File: config.mk
export PLATFORM = sky130hd
export DESIGN_NAME = accumulator_cpu_4bit_execute_top
export DESIGN_NICKNAME = d
export VERILOG_FILES = /design/src/acc4_pkg.sv /design/src/acc4_exec.sv /design/src/accumulator_cpu_4bit_execute_top.sv
export SDC_FILE = /design/constraint.sdc
export NUM_CORES = 1
export LEC_CHECK = 0
export BUFFER_PORTS_ARGS = -buffer_cell sky130_fd_sc_hd__buf_2
export CAP_MARGIN = 20
export CORE_AREA = 2 2 82 84
export CTS_BUF_LIST = sky130_fd_sc_hd__clkbuf_16
export DETAILED_ROUTE_END_ITERATION = 6
export DIE_AREA = 0 0 84 86
export MAX_ROUTING_LAYER = met4
export PLACE_DENSITY = 0.85
export SYNTH_ARGS = -nofsm -noshare
export SYNTH_HDL_FRONTEND = slang
export SYNTH_SLANG_ARGS = --single-unit
File: constraint.sdc
create_clock -name clk -period 9.5 [get_ports clk]
set_clock_uncertainty 0.15 [all_clocks]
set_input_delay 0.475 -clock clk [delete_from_list [all_inputs] [get_ports clk]]
set_output_delay 0.475 -clock clk [all_outputs]
set_load 0.005 [all_outputs]
File: src/acc4_pkg.sv
// ----------------------------------------------------------------------------
// acc4_pkg
// Types and constants shared by the 4-bit accumulator execute block.
// ----------------------------------------------------------------------------
package acc4_pkg;

	localparam int NIB_W  = 4;
	localparam int PC_W   = 8;
	localparam int INS_W  = 8;
	localparam int IDX_W  = 3;
	localparam int TGT_W  = 7;

	// instruction bit positions
	localparam int BRANCH_POS = 7;
	localparam int IMM_POS    = 6;
	localparam int STORE_POS  = 3;
	localparam int SIGN_POS   = 3;

	// fixed register roles
	localparam logic [IDX_W-1:0] OUT_PORT_IDX = 3'd0;
	localparam logic [IDX_W-1:0] IN_PORT_IDX  = 3'd1;

	// low two opcode bits; bit 6 picks immediate vs register operand
	typedef enum logic [1:0] {
		ALU_ADD  = 2'd0,
		ALU_NAND = 2'd1,
		ALU_XOR  = 2'd2,
		ALU_MISC = 2'd3
	} alu_op_t;

	// register write request from the execute logic
	typedef struct packed {
		logic             en;
		logic [IDX_W-1:0] idx;
	} store_req_t;

	// architectural outcome of one instruction
	typedef struct packed {
		logic [PC_W-1:0]  pc;
		logic [NIB_W-1:0] acc;
		store_req_t       st;
	} exec_res_t;

endpackage

File: src/acc4_exec.sv
// ----------------------------------------------------------------------------
// acc4_exec
// Decode and execute of one instruction: next pc, accumulator, store request.
// ----------------------------------------------------------------------------
module acc4_exec import acc4_pkg::*; #(
	parameter int REG_COUNT = 8
) (
	input  logic [INS_W-1:0] instruction,
	input  logic [PC_W-1:0]  pc,
	input  logic [NIB_W-1:0] acc,
	input  logic [NIB_W-1:0] regs [REG_COUNT],
	output exec_res_t        res
);

	logic [IDX_W-1:0] idx;
	logic [NIB_W-1:0] rd_val;
	logic [NIB_W-1:0] opnd;
	alu_op_t          op;
	logic             use_imm;

	assign idx     = instruction[IDX_W-1:0];
	assign use_imm = instruction[IMM_POS];
	assign op      = alu_op_t'(instruction[5:4]);

	// register read, indexes past the file read as zero
	always_comb begin
		rd_val = '0;
		for (int i = 0; i < REG_COUNT; i++) begin
			if (idx == IDX_W'(i)) begin
				rd_val = regs[i];
			end
		end
	end

	assign opnd = use_imm ? instruction[NIB_W-1:0] : rd_val;

	// alu, load/store and branch
	always_comb begin
		res.pc     = pc + PC_W'(1);
		res.acc    = acc;
		res.st.en  = 1'b0;
		res.st.idx = idx;
		if (instruction[BRANCH_POS]) begin
			if (acc[SIGN_POS]) begin
				res.pc = {1'b0, instruction[TGT_W-1:0]};
			end
		end else begin
			unique case (op)
				ALU_ADD:  res.acc = opnd + acc;
				ALU_NAND: res.acc = ~(opnd & acc);
				ALU_XOR:  res.acc = opnd ^ acc;
				ALU_MISC: begin
					// reserved code without immediate bit is a no-op
					if (use_imm) begin
						if (instruction[STORE_POS]) begin
							res.st.en = 1'b1;
						end else begin
							res.acc = rd_val;
						end
					end
				end
				default: res.acc = acc;
			endcase
		end
	end

endmodule

File: src/accumulator_cpu_4bit_execute_top.sv
// ----------------------------------------------------------------------------
// accumulator_cpu_4bit_execute_top
// Executes one instruction per request on a 4-bit accumulator machine.
// ----------------------------------------------------------------------------
// channel | dir | tdata (low bit up)                    | tuser
// s_*     | in  | instruction[7:0], port_value[11:8]    | port_write[0], pc_clear[1]
// m_*     | out | fetch_address[7:0], accumulator[11:8], | -
//         |     | output_port[15:12]                    |
//
// One request per cycle unless output stalls; passes input, then output register.
// The input stage executes against pc, accumulator and register file in the
// same cycle it hands its result to the output register.
// Reset clears pc, accumulator, all registers and both valid flags.
// A stalled output holds the input stage, which then drops s_tready.
// ----------------------------------------------------------------------------
module accumulator_cpu_4bit_execute_top import acc4_pkg::*; #(
	parameter int REG_COUNT = 8
) (
	input  logic        clk,
	input  logic        arst_n,
	input  logic        s_tvalid,
	output logic        s_tready,
	input  logic [15:0] s_tdata,  // instruction[7:0], port_value[11:8], zero pad
	input  logic [1:0]  s_tuser,  // port_write[0], pc_clear[1]
	output logic        m_tvalid,
	input  logic        m_tready,
	output logic [15:0] m_tdata   // fetch_address[7:0], accumulator[11:8], output_port[15:12]
);

	logic             valid_s1;
	logic [INS_W-1:0] ins_s1;
	logic [NIB_W-1:0] pv_s1;
	logic             pw_s1;
	logic             pcc_s1;
	logic             advance;

	logic [PC_W-1:0]  pc_q;
	logic [NIB_W-1:0] acc_q;
	logic [NIB_W-1:0] reg_q [REG_COUNT];

	logic             m_tvalid_q;
	logic [15:0]      m_tdata_q;

	exec_res_t        res;
	logic [PC_W-1:0]  pc_nxt;
	logic [NIB_W-1:0] reg0_nxt;

	// stage moves when the output register is free or being drained
	assign advance  = valid_s1 && (!m_tvalid_q || m_tready);
	assign s_tready = !valid_s1 || advance;
	assign m_tvalid = m_tvalid_q;
	assign m_tdata  = m_tdata_q;

	// input register
	always_ff @(posedge clk or negedge arst_n) begin
		if (!arst_n) begin
			valid_s1 <= 1'b0;
		end else if (s_tready) begin
			valid_s1 <= s_tvalid;
		end
	end

	always_ff @(posedge clk) begin
		if (s_tready && s_tvalid) begin
			ins_s1 <= s_tdata[7:0];
			pv_s1  <= s_tdata[11:8];
			pw_s1  <= s_tuser[0];
			pcc_s1 <= s_tuser[1];
		end
	end

	acc4_exec #(
		.REG_COUNT (REG_COUNT)
	) u_exec (
		.instruction (ins_s1),
		.pc          (pc_q),
		.acc         (acc_q),
		.regs        (reg_q),
		.res         (res)
	);

	// port inputs applied after the instruction
	assign pc_nxt   = pcc_s1 ? '0 : res.pc;
	assign reg0_nxt = (res.st.en && res.st.idx == OUT_PORT_IDX) ? acc_q : reg_q[0];

	// architectural state
	always_ff @(posedge clk or negedge arst_n) begin
		if (!arst_n) begin
			pc_q  <= '0;
			acc_q <= '0;
			for (int i = 0; i < REG_COUNT; i++) begin
				reg_q[i] <= '0;
			end
		end else if (advance) begin
			pc_q  <= pc_nxt;
			acc_q <= res.acc;
			for (int i = 0; i < REG_COUNT; i++) begin
				if (pw_s1 && IDX_W'(i) == IN_PORT_IDX) begin
					reg_q[i] <= pv_s1;
				end else if (res.st.en && res.st.idx == IDX_W'(i)) begin
					reg_q[i] <= acc_q;
				end
			end
		end
	end

	// output register
	always_ff @(posedge clk or negedge arst_n) begin
		if (!arst_n) begin
			m_tvalid_q <= 1'b0;
		end else if (advance) begin
			m_tvalid_q <= 1'b1;
		end else if (m_tready) begin
			m_tvalid_q <= 1'b0;
		end
	end

	always_ff @(posedge clk) begin
		if (advance) begin
			m_tdata_q <= {reg0_nxt, res.acc, pc_nxt};
		end
	end

`ifndef SYNTHESIS
	// a finished stage always lands in the output register
	a_advance_out: assert property (@(posedge clk) disable iff (!arst_n)
		advance |=> m_tvalid)
		else $error("result not presented after advance");

	// backpressure only from a full, stalled output
	a_ready_cause: assert property (@(posedge clk) disable iff (!arst_n)
		!s_tready |-> (valid_s1 && m_tvalid_q && !m_tready))
		else $error("input stalled without output stall");

	// pc clear yields fetch address zero
	a_pc_clear: assert property (@(posedge clk) disable iff (!arst_n)
		(advance && pcc_s1) |=> (m_tdata[7:0] == 8'd0 && pc_q == '0))
		else $error("pc clear not applied");

	// port write lands in the input port register
	a_port_write: assert property (@(posedge clk) disable iff (!arst_n)
		(advance && pw_s1) |=> (reg_q[1] == $past(pv_s1)))
		else $error("input port register not written");
`endif

endmodule
After elaboration in Yosys (flattened, before gate mapping)
Cells that the tools add are included.
{"block": "totals", "reg_bits": 76, "word_cells": 80, "input_bits": 22, "out_inout_bits": 18}
{"block": "classes", "muxes": 23, "n_reduce_logical": 25, "eq_ne": 10, "bitwise": 3, "add_sub_neg": 2}
{"operator": "two-way mux 4 bit", "n": 13}
{"operator": "two-way mux 8 bit", "n": 3}
{"operator": "one-hot mux 4 bit (4 select lines)", "n": 1}
{"operator": "AND reduction 2 bit", "n": 7}
{"operator": "equality test 3 bit, second input constant", "n": 4}
{"operator": "logical AND 1 bit", "n": 10}
{"operator": "two-way mux 5 bit", "n": 2}
{"operator": "adder 8 x 1 -> 8 bit, second input constant", "n": 1}
{"operator": "equality test 3 x 2 -> 1 bit, second input constant", "n": 2}
{"operator": "adder 4 bit", "n": 1}
{"operator": "bitwise AND 4 bit", "n": 1}
{"operator": "equality test 2 bit, second input constant", "n": 2}
{"operator": "two-way mux 1 bit", "n": 4}
{"operator": "inverter 4 bit", "n": 1}
{"operator": "nonzero test 2 bit", "n": 2}
{"operator": "bitwise XOR 4 bit", "n": 1}
{"operator": "equality test 3 x 1 -> 1 bit, second input constant", "n": 1}
{"operator": "zero test 3 bit", "n": 1}
{"operator": "equality test 2 x 1 -> 1 bit, second input constant", "n": 1}
{"operator": "zero test 1 bit", "n": 2}
{"operator": "zero test 2 bit", "n": 1}
{"operator": "logical OR 1 bit", "n": 2}

Depth between registers and ports, before layout
{"block": "logic_depth", "depth_word": 17, "depth_mapped": 13, "mapped_depth_nobuf": 11}

Cells and area by module
From an unflattened synthesis, not the netlist that was laid out.
{"block": "hier_totals", "hier_cells": 292, "area_unflattened_um2": 3803.6}
{"module": "accumulator_cpu_4bit_execute_top", "area_each_um2": 2922.8, "cells_per_inst": 166, "instances": 1}
{"module": "acc4_exec", "area_each_um2": 880.8, "cells_per_inst": 126, "instances": 1}

Least setup slack after synthesis
Ideal clock, no wire load.
{"block": "synth_path", "kind": "register -> register", "startpoint": "register ins_s1[2]", "endpoint": "register m_tdata_q[11] (netlist: m_tdata[11]), data pin", "arrival_ps": 2852, "path_stages_with_launch": 14, "period_less_slack_ps": 3262, "setup_ps": 260, "n_path_buf": 2, "setup_slack_ps": 6238, "cell_sequence": "edfxtp_1 -> clkbuf_1 -> clkbuf_1 -> a21oi_1 -> nor2_1 -> a21oi_1 -> o21ai_0 -> a21boi_1 -> ha_1 -> a21o_1 -> a21oi_1 -> nor3_1 -> or4_1 -> mux2_2"}
{"item": "start: declaration", "line_no": "accumulator_cpu_4bit_execute_top.sv:31", "source": "logic [INS_W-1:0] ins_s1;"}
{"item": "start signal: assignment", "line_no": "accumulator_cpu_4bit_execute_top.sv:65", "source": "ins_s1 <= s_tdata[7:0];"}
{"item": "end signal: assignment", "line_no": "accumulator_cpu_4bit_execute_top.sv:120", "source": "m_tdata_q <= {reg0_nxt, res.acc, pc_nxt};"}
{"item": "end: declaration", "line_no": "accumulator_cpu_4bit_execute_top.sv:42", "source": "logic [15:0] m_tdata_q;"}

==> impl_metrics.prom <==
# TYPE chip_impl_metric gauge
chip_impl_info{name="hold_path.startpoint",value="s_tdata[2]"} 1
chip_impl_metric{name="final_min_period_over_clock_period",unit=""} 0.406
chip_impl_metric{name="clk_latency",unit="ps"} 330
chip_impl_metric{name="die-height",unit="µm"} 86
chip_impl_metric{name="placement.cell_area",unit="µm²"} 3930
chip_impl_metric{name="overflow",unit=""} 0
chip_impl_metric{name="highest_clock_rate",unit="MHz"} 259
chip_impl_info{name="crit_top_cell",value="sky130_fd_sc_hd__a21oi_1"} 1
chip_impl_metric{name="critical_path_peak_fanout",unit=""} 16
chip_impl_metric{name="clock_sink_count",unit=""} 76
chip_impl_metric{name="initial_utilization",unit=""} 0.596
chip_impl_metric{name="drt_wl_total",unit="mm"} 7.45
chip_impl_metric{name="htreeDepth",unit=""} 3
chip_impl_metric{name="top_level_ports",unit=""} 40
chip_impl_metric{name="number_of_diodes",unit=""} 0
chip_impl_info{name="start_to_end_type_of_the_worst_setup_path",value="flip-flop to flip-flop"} 1
chip_impl_metric{name="worst_case_reg_to_reg_path_depth",unit=""} 11
chip_impl_metric{name="post-route-drc-count",unit=""} 0
chip_impl_info{name="synthDominantAreaCellType",value="sky130_fd_sc_hd__dfrtp_1"} 1
chip_impl_metric{name="synth-warning-count",unit=""} 0
chip_impl_info{name="crit_path_top_delay_cell",value="sky130_fd_sc_hd__edfxtp_1"} 1
chip_impl_metric{name="setup_viol",unit=""} 0
chip_impl_metric{name="slew_headroom",unit=""} 0.524
chip_impl_metric{name="finalInstanceArea",unit="µm²"} 4230
chip_impl_metric{name="detailroute.via_count",unit=""} 2576
chip_impl_metric{name="first_global_vias",unit=""} 2499
chip_impl_metric{name="synth_area_per_cell",unit="µm²"} 12.3
chip_impl_metric{name="seqPwrFrac",unit=""} 0.497
chip_impl_metric{name="async_reset_ff_frac",unit=""} 0.605
chip_impl_metric{name="post_drt_via_cell_ratio",unit=""} 6.18
chip_impl_metric{name="peakVddDrop",unit="mV"} 0.134
chip_impl_metric{name="firstDrtPassIters",unit=""} 5
chip_impl_metric{name="finalMaxSlewViolations",unit=""} 0
chip_impl_metric{name="yosysUniqueCellTypes",unit=""} 55
chip_impl_metric{name="grt_pass1_wl",unit="mm"} 12.0
chip_impl_metric{name="mappedNetlistArea",unit="µm²"} 3740
chip_impl_info{name="timing.rr.end",value="m_tdata[11]"} 1
chip_impl_metric{name="grt_start_max_net_pins",unit=""} 47
chip_impl_metric{name="die_x",unit="µm"} 84
chip_impl_metric{name="cp.required",unit="ps"} 9430
chip_impl_info{name="status",value="completed"} 1
chip_impl_metric{name="clkSlewWorstSetupHoldPaths",unit="ps"} 60
chip_impl_info{name="synth_top_cells_by_count",value="sky130_fd_sc_hd__dfrtp_1 (46), sky130_fd_sc_hd__edfxtp_1 (30), sky130_fd_sc_hd__mux2_1 (30), sky130_fd_sc_hd__nand2_1 (30), sky130_fd_sc_hd__nor2_1 (19)"} 1
chip_impl_metric{name="syn_inst",unit=""} 305
chip_impl_metric{name="io_buffers",unit=""} 35
chip_impl_metric{name="p_leak",unit="µW"} 0.00187
chip_impl_metric{name="cts.path.max_buffers",unit=""} 2
chip_impl_metric{name="synthDominantCellAreaShare",unit=""} 0.308
chip_impl_metric{name="gp_congestion",unit=""} 0.903
chip_impl_metric{name="netSwitchingPower",unit="µW"} 267
chip_impl_metric{name="detailedPlacementHpwl",unit="mm"} 4.97
chip_impl_info{name="synth_top_cells_by_area",value="sky130_fd_sc_hd__dfrtp_1 (31%), sky130_fd_sc_hd__edfxtp_1 (24%), sky130_fd_sc_hd__mux2_1 (9.0%)"} 1
chip_impl_info{name="synthMostInstantiatedCell",value="sky130_fd_sc_hd__dfrtp_1"} 1
chip_impl_metric{name="sw_frac",unit=""} 0.294
chip_impl_metric{name="fp.coreArea",unit="µm²"} 6280
chip_impl_metric{name="area.growth.synth_to_final",unit="%"} 13.1
chip_impl_metric{name="finish.net_count",unit=""} 363
chip_impl_info{name="synth_ff_type",value="sky130_fd_sc_hd__dfrtp_1"} 1
chip_impl_metric{name="regToRegSetupSlack",unit="ps"} 5640
chip_impl_metric{name="max_cap_viol_count",unit=""} 0
chip_impl_metric{name="iter_0_drt_violations",unit=""} 345
chip_impl_info{name="tritoncts",value="yes"} 1
chip_impl_metric{name="synth_fp_nets",unit=""} 333
chip_impl_info{name="endpoint_kind",value="flip-flop"} 1
chip_impl_metric{name="max_slew.worst_pin.slew",unit="ps"} 714
chip_impl_metric{name="cts_buffers",unit=""} 9
chip_impl_metric{name="grt_usage",unit=""} 0.224
chip_impl_metric{name="antenna_found_initial",unit=""} 0
chip_impl_info{name="rsz0062_at_grt",value="no"} 1
chip_impl_metric{name="clock_period_minus_worst_slack",unit="ps"} 3860
chip_impl_metric{name="cell_count_after_placement",unit=""} 399
chip_impl_metric{name="power_per_standard_cell_area",unit="nW/µm²"} 214
chip_impl_metric{name="post_cts_setup_bufs",unit=""} 0
chip_impl_metric{name="fillCellCount",unit=""} 433
chip_impl_metric{name="cell_internal_pwr",unit="µW"} 641
chip_impl_info{name="hold_class",value="input pin to flip-flop"} 1
chip_impl_metric{name="drt.antenna.violating_nets",unit=""} 0
chip_impl_metric{name="holdPathStages",unit=""} 1
chip_impl_metric{name="yosys_register_bits",unit=""} 76
chip_impl_metric{name="placement_rows",unit=""} 29
chip_impl_info{name="cp_cell_sequence",value="inv_1 -> o21ai_1 -> a21oi_1 -> o21ai_0 -> a21boi_1 -> ha_1 -> a21o_1 -> a21oi_1 -> nor3_1 -> or4_1 -> mux2_2"} 1
chip_impl_info{name="cts-root-buf",value="sky130_fd_sc_hd__clkbuf_16"} 1
chip_impl_info{name="hold-path-endpoint",value="ins_s1[2]"} 1
chip_impl_metric{name="fp.dieArea",unit="µm²"} 7220
chip_impl_metric{name="final_hold_viol_count",unit=""} 0
chip_impl_metric{name="post_drt_wl_per_cell",unit="µm"} 17.9
chip_impl_metric{name="setup-tns-final",unit="ps"} 0
chip_impl_metric{name="synth-edff-count",unit=""} 30
chip_impl_info{name="timing.critical_path.from_type",value="flip-flop"} 1
chip_impl_metric{name="p_clk_frac",unit=""} 0.335
chip_impl_metric{name="finish.cell_count_without_fillers",unit=""} 417
chip_impl_info{name="crit-reg2reg-launch",value="ins_s1[1]"} 1
chip_impl_metric{name="cp_data_arrival_time",unit="ps"} 3790
chip_impl_metric{name="layout-drive-gt1-share",unit=""} 0.218
chip_impl_metric{name="seq_area_frac_synth",unit=""} 0.548
chip_impl_metric{name="power.share.combinational",unit=""} 0.167
chip_impl_metric{name="slowest_delay",unit="ps"} 810
-- final cells by class --
cell class                 count  area (µm²)  area share
sequential                    76        2050       0.485
multi-input combinational    206        1590       0.376
clock buffer                   9         225      0.0532
timing repair buffer          37         205      0.0485
tap                           77        96.3      0.0228
clock inverter                 7        43.8      0.0103
inverter                       5        18.8     0.00443
-- state kept, by name, summed over array words and instances, names as in the netlist --
register  count
reg_q        32
m_tdata      16
ins_s1        8
pc_q          8
acc_q         4
pv_s1         4
m_tvalid      1
pcc_s1        1
pw_s1         1
valid_s1      1
-- repair_timing --
item	in CTS	in global routing
hold endpoints to repair	0	5
resized for setup	0	0
hold buffers	0	1
-- stage by stage --
| stage | worst slack [ps] | hold slack [ps] | power [µW] | util |
|---|---|---|---|---|
| detailed placement | 5690 | 321 | 604 | 0.627 |
| global placement | 5790 | 311 | 592 | 0.627 |
| floorplan | 6240 | 29.4 | 550 | - |
| global route | 5370 | 159 | 951 | 0.674 |
| CTS | 5680 | 156 | 909 | 0.670 |
| finish | 5640 | 161 | 907 | 0.674 |
-- layer usage --
metal | vias up | track usage | routed length [µm]
li1 | 1181 | - | -
met1 | 1258 | 0.280 | 3070
met2 | 118 | 0.345 | 3660
met3 | 19 | 0.0433 | 492
met4 | 0 | 0.130 | 221
met5 | - | - | 0
-- worst max-delay path, delay by kind of cell, from the launching register on --
family	cells	cell delay (ps)
flops	1	810
simple gates	2	660
fa+ha+maj	1	330
buf+inv	1	250
compound gates	6	1110
mux	1	300
-- worst max-delay path by stage --
stage,from,endpoint,cells after the start
after floorplan,ins_s1[2],m_tdata[11],13
after global placement,ins_s1[1],m_tdata[11],11
after detailed placement,ins_s1[1],m_tdata[11],11
after CTS,ins_s1[1],m_tdata[11],11
after global routing,ins_s1[1],m_tdata[11],11
final,ins_s1[1],m_tdata[11],11
-- cell families after synthesis --
logic type	after synthesis	share of synthesized area
buf+inv	23	0.0261
xor+xnor	8	0.0187
flops	76	0.548
mux	54	0.178
compound gates	48	0.0886
simple gates	90	0.120
fa+ha+maj	6	0.0201
-- layout by cell type, fill, tap and decap left out, types with 2 or more instances in the layout --
| cell type | instances |
|---|---|
| sky130_fd_sc_hd__and2_1 | 2 |
| sky130_fd_sc_hd__inv_2 | 2 |
| sky130_fd_sc_hd__mux4_1 | 2 |
| sky130_fd_sc_hd__o21ai_0 | 7 |
| sky130_fd_sc_hd__dfrtp_1 | 46 |
| sky130_fd_sc_hd__mux2_1 | 30 |
| sky130_fd_sc_hd__nand2_1 | 30 |
| sky130_fd_sc_hd__o31ai_1 | 4 |
| sky130_fd_sc_hd__a211oi_1 | 8 |
| sky130_fd_sc_hd__nand2b_1 | 7 |
| sky130_fd_sc_hd__nor3_1 | 5 |
| sky130_fd_sc_hd__mux2_2 | 15 |
| sky130_fd_sc_hd__or3_1 | 4 |
| sky130_fd_sc_hd__nor2b_1 | 2 |
| sky130_fd_sc_hd__xnor2_1 | 5 |
| sky130_fd_sc_hd__edfxtp_1 | 30 |
| sky130_fd_sc_hd__inv_1 | 4 |
| sky130_fd_sc_hd__a31oi_1 | 2 |
| sky130_fd_sc_hd__o21ai_1 | 5 |
| sky130_fd_sc_hd__nor3b_1 | 2 |
| sky130_fd_sc_hd__clkbuf_16 | 9 |
| sky130_fd_sc_hd__xor2_1 | 3 |
| sky130_fd_sc_hd__mux2i_1 | 4 |
| sky130_fd_sc_hd__mux4_2 | 3 |
| sky130_fd_sc_hd__nand3b_1 | 4 |
| sky130_fd_sc_hd__nor2_1 | 19 |
| sky130_fd_sc_hd__ha_1 | 6 |
| sky130_fd_sc_hd__nand3_1 | 6 |
| sky130_fd_sc_hd__buf_2 | 35 |
| sky130_fd_sc_hd__clkinvlp_4 | 3 |
| sky130_fd_sc_hd__a21oi_1 | 8 |
-- power by group through the flow --
stage	Clock [µW]	Sequential (µW)	Combinational, µW
finish	304	451	152
global route	322	457	171
CTS	310	449	150
floorplan	0	417	132
detailed placement	0	455	148
global placement	0	451	141
(Power assumes the default switching activity.)
